**src/design/fpc_pkg.sv**
```systemverilog
package fpc_pkg;

  localparam logic [15:0] END_LIMIT       = 16'hFFF6;
  localparam int          DIR_ENTRY_BYTES = 32;

  localparam logic [2:0] REG_PART_FIRST  = 3'd0;
  localparam logic [2:0] REG_RESERVED    = 3'd1;
  localparam logic [2:0] REG_FAT_COPIES  = 3'd2;
  localparam logic [2:0] REG_FAT_SECTORS = 3'd3;
  localparam logic [2:0] REG_ROOT_ENTS   = 3'd4;
  localparam logic [2:0] REG_CLUS_SECS   = 3'd5;

  localparam logic OP_LOAD = 1'b0;
  localparam logic OP_READ = 1'b1;

  typedef enum logic [3:0] {
    ST_IDLE,
    ST_CHECK,
    ST_DIV,
    ST_SKIP_TEST,
    ST_SKIP_CHK,
    ST_ZERO_OK,
    ST_ZERO_BAD,
    ST_PIECE,
    ST_LINK,
    ST_MUL,
    ST_EMIT
  } state_t;

  typedef struct packed {
    logic fat_wr;
    logic load;
    logic div_init;
    logic div_step;
    logic skip_init;
    logic take_skip;
    logic take_link;
    logic mul;
    logic emit_piece;
    logic emit_zero;
    logic zero_status;
  } cmd_t;

  typedef struct packed {
    logic pos_ge_size;
    logic div_done;
    logic skip_zero;
    logic rd_bad;
    logic cap_zero;
    logic need_link;
    logic piece_fin;
    logic out_free;
  } sts_t;

endpackage

```
**src/design/fpc_ctrl.sv**
```systemverilog
module fpc_ctrl (
  input  logic          clk,
  input  logic          rst,
  input  logic          in_valid,
  input  logic          in_opcode,
  output logic          in_ready,
  input  fpc_pkg::sts_t sts,
  output fpc_pkg::cmd_t cmd
);
  import fpc_pkg::*;

  state_t state;
  state_t state_next;

  always_ff @(posedge clk) begin
    if (rst) begin
      state <= ST_IDLE;
    end else begin
      state <= state_next;
    end
  end

  always_comb begin
    state_next = state;
    case (state)
      ST_IDLE: begin
        if (in_valid && in_opcode == OP_READ) state_next = ST_CHECK;
      end
      ST_CHECK: begin
        state_next = sts.pos_ge_size ? ST_ZERO_OK : ST_DIV;
      end
      ST_DIV: begin
        if (sts.div_done) state_next = ST_SKIP_TEST;
      end
      ST_SKIP_TEST: begin
        if (!sts.skip_zero) state_next = ST_SKIP_CHK;
        else if (sts.cap_zero) state_next = ST_ZERO_OK;
        else state_next = ST_PIECE;
      end
      ST_SKIP_CHK: begin
        state_next = sts.rd_bad ? ST_ZERO_BAD : ST_SKIP_TEST;
      end
      ST_ZERO_OK, ST_ZERO_BAD: begin
        if (sts.out_free) state_next = ST_IDLE;
      end
      ST_PIECE: begin
        state_next = sts.need_link ? ST_LINK : ST_MUL;
      end
      ST_LINK: begin
        state_next = ST_MUL;
      end
      ST_MUL: begin
        state_next = ST_EMIT;
      end
      ST_EMIT: begin
        if (sts.out_free) state_next = sts.piece_fin ? ST_IDLE : ST_PIECE;
      end
      default: begin
        state_next = ST_IDLE;
      end
    endcase
  end

  always_comb begin
    cmd      = '0;
    in_ready = 1'b0;
    case (state)
      ST_IDLE: begin
        in_ready   = 1'b1;
        cmd.fat_wr = in_valid && in_opcode == OP_LOAD;
        cmd.load   = in_valid && in_opcode == OP_READ;
      end
      ST_CHECK: begin
        cmd.div_init = !sts.pos_ge_size;
      end
      ST_DIV: begin
        cmd.div_step  = !sts.div_done;
        cmd.skip_init = sts.div_done;
      end
      ST_SKIP_CHK: begin
        cmd.take_skip = !sts.rd_bad;
      end
      ST_ZERO_OK: begin
        cmd.emit_zero = sts.out_free;
      end
      ST_ZERO_BAD: begin
        cmd.emit_zero   = sts.out_free;
        cmd.zero_status = 1'b1;
      end
      ST_LINK: begin
        cmd.take_link = 1'b1;
      end
      ST_MUL: begin
        cmd.mul = 1'b1;
      end
      ST_EMIT: begin
        cmd.emit_piece = sts.out_free;
      end
      default: begin
        cmd = '0;
      end
    endcase
  end

endmodule

```
**config.mk**
```make
export PLATFORM = sky130hd
export DESIGN_NAME = fpc_ctrl
export DESIGN_NICKNAME = d
export VERILOG_FILES = /design/src/design/fpc_pkg.sv /design/src/design/fpc_ctrl.sv
export SDC_FILE = /design/constraint.sdc
export NUM_CORES = 1
export LEC_CHECK = 0
export BUFFER_PORTS_ARGS = -buffer_cell sky130_fd_sc_hd__buf_2
export CORE_ASPECT_RATIO = 1.1
export CORE_MARGIN = 2
export CORE_UTILIZATION = 34
export CTS_BUF_LIST = sky130_fd_sc_hd__clkbuf_2 sky130_fd_sc_hd__clkbuf_4 sky130_fd_sc_hd__clkbuf_8
export CTS_CLUSTER_DIAMETER = 80
export DETAILED_ROUTE_END_ITERATION = 10
export MAX_ROUTING_LAYER = met4
export PLACE_DENSITY_LB_ADDON = 0.1
export REMOVE_ABC_BUFFERS = 1
export SLEW_MARGIN = 20
export SYNTH_ARGS = -nofsm -noshare
export SYNTH_HDL_FRONTEND = slang
export SYNTH_SLANG_ARGS = --single-unit
```
**constraint.sdc**
```tcl
create_clock -name clk -period 1.3 [get_ports clk]
set_input_delay 0.065 -clock clk [delete_from_list [all_inputs] [get_ports clk]]
set_output_delay 0.065 -clock clk [all_outputs]
set_load 0.01 [all_outputs]
```
# Yosys cells after proc, flatten, opt, wreduce, memory -nomap -nowiden
# Cells that the tools add are included.
# op_classes
reduce_logical	8
n_bitwise	1
n_eq_ne	14
muxes	21
# ops
op	count
one-hot mux 4 bit (10 select lines)	1
equality test 4 x 3 -> 1 bit (second input constant)	4
2-to-1 mux 4 bit	4
equality test 4 bit (second input constant)	3
2-to-1 mux 1 bit	9
2-to-1 mux 3 bit	3
equality test 4 x 2 -> 1 bit (second input constant)	2
2-to-1 mux 2 bit	4
inequality test 2 bit (second input constant)	3
equality test 4 x 1 -> 1 bit (second input constant)	1
logical NOT 4 bit	1
AND reduction 4 bit	1
logical NOT 1 bit	3
logical AND 1 bit	2
inequality test 2 x 1 -> 1 bit (second input constant)	1
OR reduction 2 bit	1
inverter 1 bit	1
# totals
regBits	4
out_inout_bits	12
input_bits	12
word_cells	45

# Depth between registers and ports, before layout
# Gate-level depths: netlist of run 1.
# logic_depth
ltp_word	4
ltp_mapped	6
ltp_nobuf	4

# Worst setup path before layout of run 1
# Ideal clock, no wire load.
# synth_path
path_type	reg2reg
start	register state[1]
end	register state[0]
path_stages_with_launch	6
setup_time_ns	0.124
path_slack_ns	-0.046
synth_period_minus_slack_ns	1.346
arrival_ns	1.222
cell_sequence	dfxtp_1 > buf_6 > or3b_1 > a2bb2oi_1 > a31oi_1 > nor3_2
# synth_between
elab_chain_cells	4
# synth_rtl
item	line_no	text
from (decl)	fpc_ctrl.sv:12	state_t state;
from (signal assigned)	fpc_ctrl.sv:19	state <= state_next;
equality test 4 x 3 -> 1 bit	fpc_ctrl.sv:25	case (state)
OR reduction 2 bit (no source line)	n/a	
inequality test 2 x 1 -> 1 bit (no source line)	n/a	
AND reduction 4 bit (no source line)	n/a	
# Several ways; a longest one is shown, not always the timed one.
# A chain may end at the register's enable or synchronous reset.

==> results.cfg, run 1 <==
[status]
status = finished with violations
violations = negative setup slack

[pwr]
p_leak_nw = 0.500
ir_worst_vdd_mv = 0.497
p_per_area_nw_per_um2 = 656

[finish]
final_util_pct = 72.3
largest_register_ffs = 4
drive_above_1_share_pct = 72.0
area_growth_pct = 97.9
final_cell_mix = buf_4 (24), buf_2 (20), buf_6 (10)
final_common_cell = buf_4
top_regs = state (4)
top_register = state
insertedDiodeCount = 0
nNetsFinal = 139

[synth]
synth_top_area_share_pct = 13.7
syn_inst = 74
yosysTopAreaCell = dfxtp_1
synth_edf_count = 0
synth_area_um2 = 583
synth.area.top_cells = dfxtp_1 (14%), nand4bb_1 (7.7%), buf_4 (6.4%)
ys.flop_type = dfxtp_1
syn_avg_cell_area_um2 = 7.88
ys_seq_elements = 4
yosysUniqueCellTypes = 42
synthArstFlopShare_pct = 0
ys_seq_area_share_pct = 13.7
ys_warn_count = 0

[clock_tree]
cts.sinks = 4
clk_latency_ps = 240
clock_path_buffers = 2
htreeDepth = 1
clkTransAtPathRegs_ps = 40
cts_buffers = 3
cts_tree = done
cts_root_buffer = clkbuf_4

[floorplanning]
core_area_um2 = 1600
rows = 15
io_pins = 24
die_h_um = 47.4
die_w_um = 43.5
start_util_pct = 36.5
fp.dieArea_um2 = 2060

[hold_path]
hp-class = in2reg
hp-start = rst

[worst_setup_path]
r2r_start = state[1]
crit_start = state[1]
worst_ep_required_time_ps = 1240
start_kind = register
slowest_delay_ps = 350
arrival_ps = 1420
critPathKind = reg2out
worstPathCellList = buf_6 -> nor4_4 -> buf_4 -> and3_4 -> buf_6
crit_top_cell = buf_6
slowest_stage = dfxtp_4
worst-path-max-fanout = 4
end_kind = output port

[timing]
report.final.slew_viol_count = 0
clock_skew_ps = 1.94
post-route-min-period_ps = 1490
finalSetupViolCount = 13
setup_ws_ps = -188
worst_pin_slew_ps = 318
post-route-period-util_pct = 114
max-slew-margin-rel_pct = 78.6
holdWs_ps = 55.2
grt_setup_unrepaired = true
hold_violations = 0
max_freq_mhz = 672

[grt]
grt-ovfl-total = 0
grt_max_degree = 13
grt_antenna_before_repair = 0
first_global_vias = 630
grt_usage_pct = 18.6
grt_pass1_wl_mm = 2.82

[routing]
drc_errors = 0
vias = 777
route.detailed.wl_per_inst_um = 15.7
ant_nets = 0
avgViaCountPerCell = 5.47
drtIter0Drc = 9
wirelength_mm = 2.23
dr.pass1.iters = 4

[place]
globalplace.congestion = 0.781
dp_worst_setup_slack_ps = -158
io_buffers = 23
dp_hpwl_mm = 1.28

[flow_run]
max-cap-violations = 0
per-stage QoR:
stage | instance area [um^2] | total power [mW] | setup TNS (ps) | cells
after global placement | 825 | 0.441 | -563 | 126
after global routing | 1150 | 0.801 | -2520 | 142
after detailed placement | 825 | 0.442 | -565 | 126
after floorplan | 526 | 0.298 | -1360 | 66
final | 1150 | 0.757 | -1740 | 142
after CTS | 927 | 0.646 | -1090 | 130
critical path, delay by kind of cell, from the launching register on:
kind | cells | cell delay (ps)
buffers and inverters | 3 | 390
flip-flops | 1 | 350
AND/OR/NAND/NOR | 2 | 450
final cells by class:
class                   instances  area [um^2]
clock buffers                   3         22.5
fillers                       135          442
inverters                       2         7.51
multi-input cells              60          582
flip-flops and latches          4         92.6
well taps                      17         21.3
repair buffers                 56          428
cells in the mapped netlist, types with 2 or more instances:
library cell  number
a21oi_1            5
buf_4              5
nand2b_1           5
dfxtp_1            4
nand4bb_1          4
nor2_1             4
and3_1             3
and2_1             2
inv_1              2
nand2_1            2
nand3b_1           2
nand4b_1           2
nor2b_1            2
nor3b_1            2
nor4_1             2
o22ai_1            2
logic make-up (layout without fill, tap and decap cells):
kind of cell,count (synthesis),after routing,synth area share [%]
DFF,4,4,13.7
buffers and inverters,10,61,11.2
muxes,1,1,1.93
and+or+nand+nor,41,41,51.9
AOI/OAI and AO/OA,18,18,21.2
per-layer routing:
layer	vias up	share of wire, %	GRT usage (%)
met3	2	4.2	3.40
met5	-	0	-
li1	388	-	-
met4	0	0.94	1.82
met2	22	52	29.9
met1	365	43	25.5
timing repair:
item                                    in CTS  in global routing
pin swaps                                    7                 15
gates resized for setup                     19                 30
endpoints found under the setup margin      15                 16
setup buffers                                1                 12
hold buffers                                 0                  0
power breakdown:
part / switching [mW] / internal [mW]
Combinational: 0.195 / 0.254
Sequential: 0.0195 / 0.132
Clock: 0.0526 / 0.103
Total: 0.267 / 0.490
path summary, 6_finish.rpt:
| path | depth (start not counted) | slack (ps) | endpoint |
|---|---|---|---|
| hold / removal | 2 | 60 | state[2] |
| hold reg to reg | 4 | 810 | state[1] |
| setup / recovery | 5 | -190 | cmd[9] |
| setup reg to reg | 7 | -170 | state[2] |
(Power assumes the default switching activity.)
==> run 2: changes to the inputs <==
Settings changed: REMOVE_ABC_BUFFERS 1 to default.
==> run 2 against run 1 <==
  * The run still ends with negative setup slack left
  * Critical path depth did not move
  * Clock skew rose by 12 ps
  * Combinational power fell by 13%
  * Worst hold slack got worse by 22 ps
  * Clock-buffer cell count did not move
  * Register-to-register slack improved by 60 ps
  * Sequential share of layout area rose by 1.0 points
  * Wire length fell by 15%
  * Core utilization fell by 6.4 points
  * Critical path type unchanged
==> results.cfg, run 2 (same netlist as run 1, synthesis figures left out) <==
[worst_setup_path]
worst-path-buf-inv = 3
cp_top_family = buffers and inverters
crit_cells = 5
worst_ep_required_time_ps = 1240
reg2reg_depth = 4
start_kind = register
reg2reg_slack_ps = -110
critPathKind = reg2out
r2r_start = state[3]
end_kind = output port
slowest_delay_ps = 360
crit_start = state[3]
crit_top_cell = buf_4
worst-path-max-fanout = 9
arrival_ps = 1420
slowest_stage = dfxtp_4
worstPathCellList = buf_4 -> nor4_4 -> buf_4 -> and3_4 -> buf_6
crit_end = cmd[9]
r2r_end = state[1]

[synth]
syn-num-nets = 86

[finish]
top_regs = state (4)
drive_above_1_share_pct = 65.8
final_cell_mix = buf_2 (21), buf_4 (21), buf_6 (9)
insertedDiodeCount = 0
top_register = state
area_growth_pct = 80.5
largest_register_ffs = 4
nNetsFinal = 134

[timing]
report.final.slew_viol_count = 0
post-route-period-util_pct = 115
hold_violations = 0
worst_pin_slew_ps = 290
holdWs_ps = 33.2
setup_ws_ps = -190
clock_skew_ps = 14.1
post-route-min-period_ps = 1490
finalSetupViolCount = 13
max_freq_mhz = 671
grt_setup_unrepaired = true
max-slew-margin-rel_pct = 80.5

[routing]
ant_nets = 0
dr.pass1.iters = 4
route.detailed.wl_per_inst_um = 13.9
vias = 747
drc_errors = 0
wirelength_mm = 1.90
avgViaCountPerCell = 5.45
drtIter0Drc = 9

[floorplanning]
rows = 15
die_w_um = 43.5
io_pins = 24
fp.dieArea_um2 = 2060
core_area_um2 = 1600
start_util_pct = 36.5
die_h_um = 47.4

[pwr]
ir_worst_vdd_mv = 0.632
p_per_area_nw_per_um2 = 675
p_leak_nw = 0.466

[grt]
grt_antenna_before_repair = 0
grt_pass1_wl_mm = 2.86
grt_usage_pct = 19.5
grt_max_degree = 10
first_global_vias = 670
grt-ovfl-total = 0

[place]
dp_worst_setup_slack_ps = -175
globalplace.congestion = 0.823
dp_hpwl_mm = 1.30
io_buffers = 23

[clock_tree]
clkTransAtPathRegs_ps = 50
clk_latency_ps = 260
cts_root_buffer = clkbuf_4
cts_tree = done
cts_buffers = 3
htreeDepth = 1
clock_path_buffers = 2
cts.sinks = 4

[hold_path]
hold_path_depth = 2
hp-class = in2reg

[flow_run]
max-cap-violations = 0

[status]
violations = negative setup slack
status = finished with violations
## run 2: worst min path at each step
stage	end	startpoint
3_5_place_dp	state[2]	rst
5_1_grt	state[0]	rst
6_report	state[0]	rst
2_1_floorplan	state[2]	rst
4_1_cts	state[0]	rst
3_3_place_gp	state[2]	rst
## run 2: metrics by stage
step	util (%)	setup TNS, ps	power [mW]	instance area [um^2]	std cells
4_1_cts	63.8	-1270	0.682	1020	136
2_1_floorplan	-	-45.6	0.323	584	74
6_report	66.0	-1470	0.711	1050	137
3_3_place_gp	50.5	-542	0.430	806	125
5_1_grt	66.0	-2290	0.751	1050	137
3_5_place_dp	50.5	-710	0.434	806	125
## run 2: timing repair
| action | CTS | global route |
|---|---|---|
| setup buffers | 8 | 3 |
| gates resized for setup | 33 | 7 |
| pin swaps | 10 | 6 |
| setup endpoints to repair | 16 | 16 |
| hold buffers | 0 | 0 |
## run 2: final cells by class
cell class              instances  area (um^2)
inverters                       2         7.51
multi-input cells              60          542
fillers                       149          543
well taps                      17         21.3
clock buffers                   3         22.5
flip-flops and latches          4         95.1
repair buffers                 51          364
## run 2: per-layer routing
metal,up-vias,global-route usage (%),share of wire (%)
met2,21,37.3,51
met1,348,21.5,43
met4,0,7.27,1.5
met3,2,1.13,3.6
met5,-,-,0
li1,376,-,-
## run 2: where the power goes
part           total (mW)  internal, mW  switching, mW
logic               0.390         0.216          0.175
clock network       0.172         0.104         0.0678
registers           0.148         0.131         0.0177
## run 2: worst reg2reg max path: cells and delay by family (launching register included)
family,cells,cell delay [ps]
AO/OA/AOI/OAI,2,410
flip-flops,1,370
multiplexers,1,300
AND/OR/NAND/NOR,1,230
==> run 3: changes to the inputs <==
Settings changed: CORE_MARGIN 2 to 1.
==> run 3 against run 2 <==
  * The flow still finishes with violations (negative setup slack)
  * Non-clock buffer count is the same
  * Worst hold slack gained 0.89 ps
  * Register-to-register slack lost 70 ps
  * Clock-buffer cell count is the same
  * Design area grew 3.7%
  * Critical path type unchanged
==> results.cfg, run 3 (same netlist as run 1, synthesis figures left out) <==
[status]
status = finished with violations
violations = negative setup slack

[timing]
worst_pin_slew_ps = 325
holdWs_ps = 34.1
clock_skew_ps = 14.6
post-route-min-period_ps = 1500
grt_setup_unrepaired = true
hold_violations = 0
tns_ps = -1590
max_freq_mhz = 665
post-route-period-util_pct = 116
setup_ws_ps = -204
report.final.slew_viol_count = 0
max-slew-margin-rel_pct = 78.1
finalSetupViolCount = 11

[clock_tree]
clock_path_buffers = 2
cts_root_buffer = clkbuf_4
cts.sinks = 4
cts_tree = done
clkTransAtPathRegs_ps = 50
clk_latency_ps = 260
cts_hold_buf = 0
htreeDepth = 1
cts_buffers = 3

[floorplanning]
die_w_um = 41.5
die_h_um = 45.4
core_area_um2 = 1600
io_pins = 24
rows = 15
fp.dieArea_um2 = 1880
start_util_pct = 36.5

[grt]
first_global_vias = 709
grt_max_degree = 10
grt-ovfl-total = 0
grt_usage_pct = 21.3
grt_pass1_wl_mm = 3.03
grt_antenna_before_repair = 0

[worst_setup_path]
end_kind = output port
worst_ep_required_time_ps = 1240
arrival_ps = 1440
r2r_end = state[0]
reg2reg_depth = 7
start_kind = register
worst-path-max-fanout = 7
critPathKind = reg2out
reg2reg_slack_ps = -180
r2r_start = state[2]
crit_start = state[2]
crit_end = cmd[9]

[hold_path]
hp-class = in2reg

[finish]
final_cell_mix = buf_2 (20), buf_4 (18), buf_6 (12)
top_regs = state (4)
nNetsFinal = 134
insertedDiodeCount = 0
final_common_cell = buf_2
top_register = state
area_growth_pct = 87.1
largest_register_ffs = 4
drive_above_1_share_pct = 65.0
nFillCells = 131

[pwr]
p_per_area_nw_per_um2 = 719
ir_worst_vdd_mv = 0.708
p_leak_nw = 0.470

[routing]
dr.pass1.iters = 4
vias = 762
ant_nets = 0
drc_errors = 0
drtIter0Drc = 14
route.detailed.wl_per_inst_um = 15.5
wirelength_mm = 2.12
avgViaCountPerCell = 5.56

[place]
globalplace.congestion = 0.829
dp_hpwl_mm = 1.31
io_buffers = 23

[flow_run]
max-cap-violations = 0

[synth]
syn-num-nets = 86
run 3: metrics by stage:
stage | area [um^2] | util, % | instances | total power [mW] | setup slack [ps]
final | 1090 | 68.4 | 137 | 0.785 | -204
after floorplan | 584 | - | 74 | 0.323 | -45.6
after CTS | 967 | 60.6 | 134 | 0.676 | -180
after global routing | 1090 | 68.4 | 137 | 0.829 | -282
after global placement | 813 | 51.0 | 126 | 0.432 | -139
after detailed placement | 813 | 51.0 | 126 | 0.433 | -112
run 3: where the power goes:
part / switching (mW) / leakage, nW / total (mW) / internal, mW
logic: 0.194 / 0.421 / 0.459 / 0.265
registers: 0.0224 / 0.0349 / 0.157 / 0.134
clock network: 0.0651 / 0.0138 / 0.169 / 0.104
run 3: layout make-up:
type	count	area [um^2]	area share, %
clock buffer	3	22.5	2.06
inverter	2	7.51	0.688
multi-input combinational	60	564	51.7
sequential	4	90.1	8.26
tap	17	21.3	1.95
timing repair buffer	51	385	35.3
run 3: what timing repair did:
item | in CTS | in global routing
hold endpoints to repair | 0 | 0
gates resized for setup | 23 | 18
pin swaps | 10 | 4
setup endpoints to repair | 15 | 16
buffers inserted | 5 | 3
run 3: metal layers:
layer	wire (um)	vias up	track usage [%]
li1	-	377	-
met1	907	355	24.3
met2	1080	26	37.8
met3	104	4	6.35
met4	33	0	3.23
met5	0	-	-
run 3: worst max-delay path: stages, from the launching register on:
cell     delay [ps]
dfxtp_2         340
buf_6           140
nor4_4          280
buf_4           170
and3_4          160
buf_6            90
run 3: worst min-delay path by stage:
stage | endpoint | slack (ps) | cells after the start | start
after floorplan | state[2] | 130 | 1 | rst
after global routing | state[2] | 50 | 2 | rst
after global placement | state[2] | 300 | 2 | rst
after CTS | state[2] | 50 | 2 | rst
final | state[2] | 30 | 2 | rst
after detailed placement | state[2] | 310 | 2 | rst
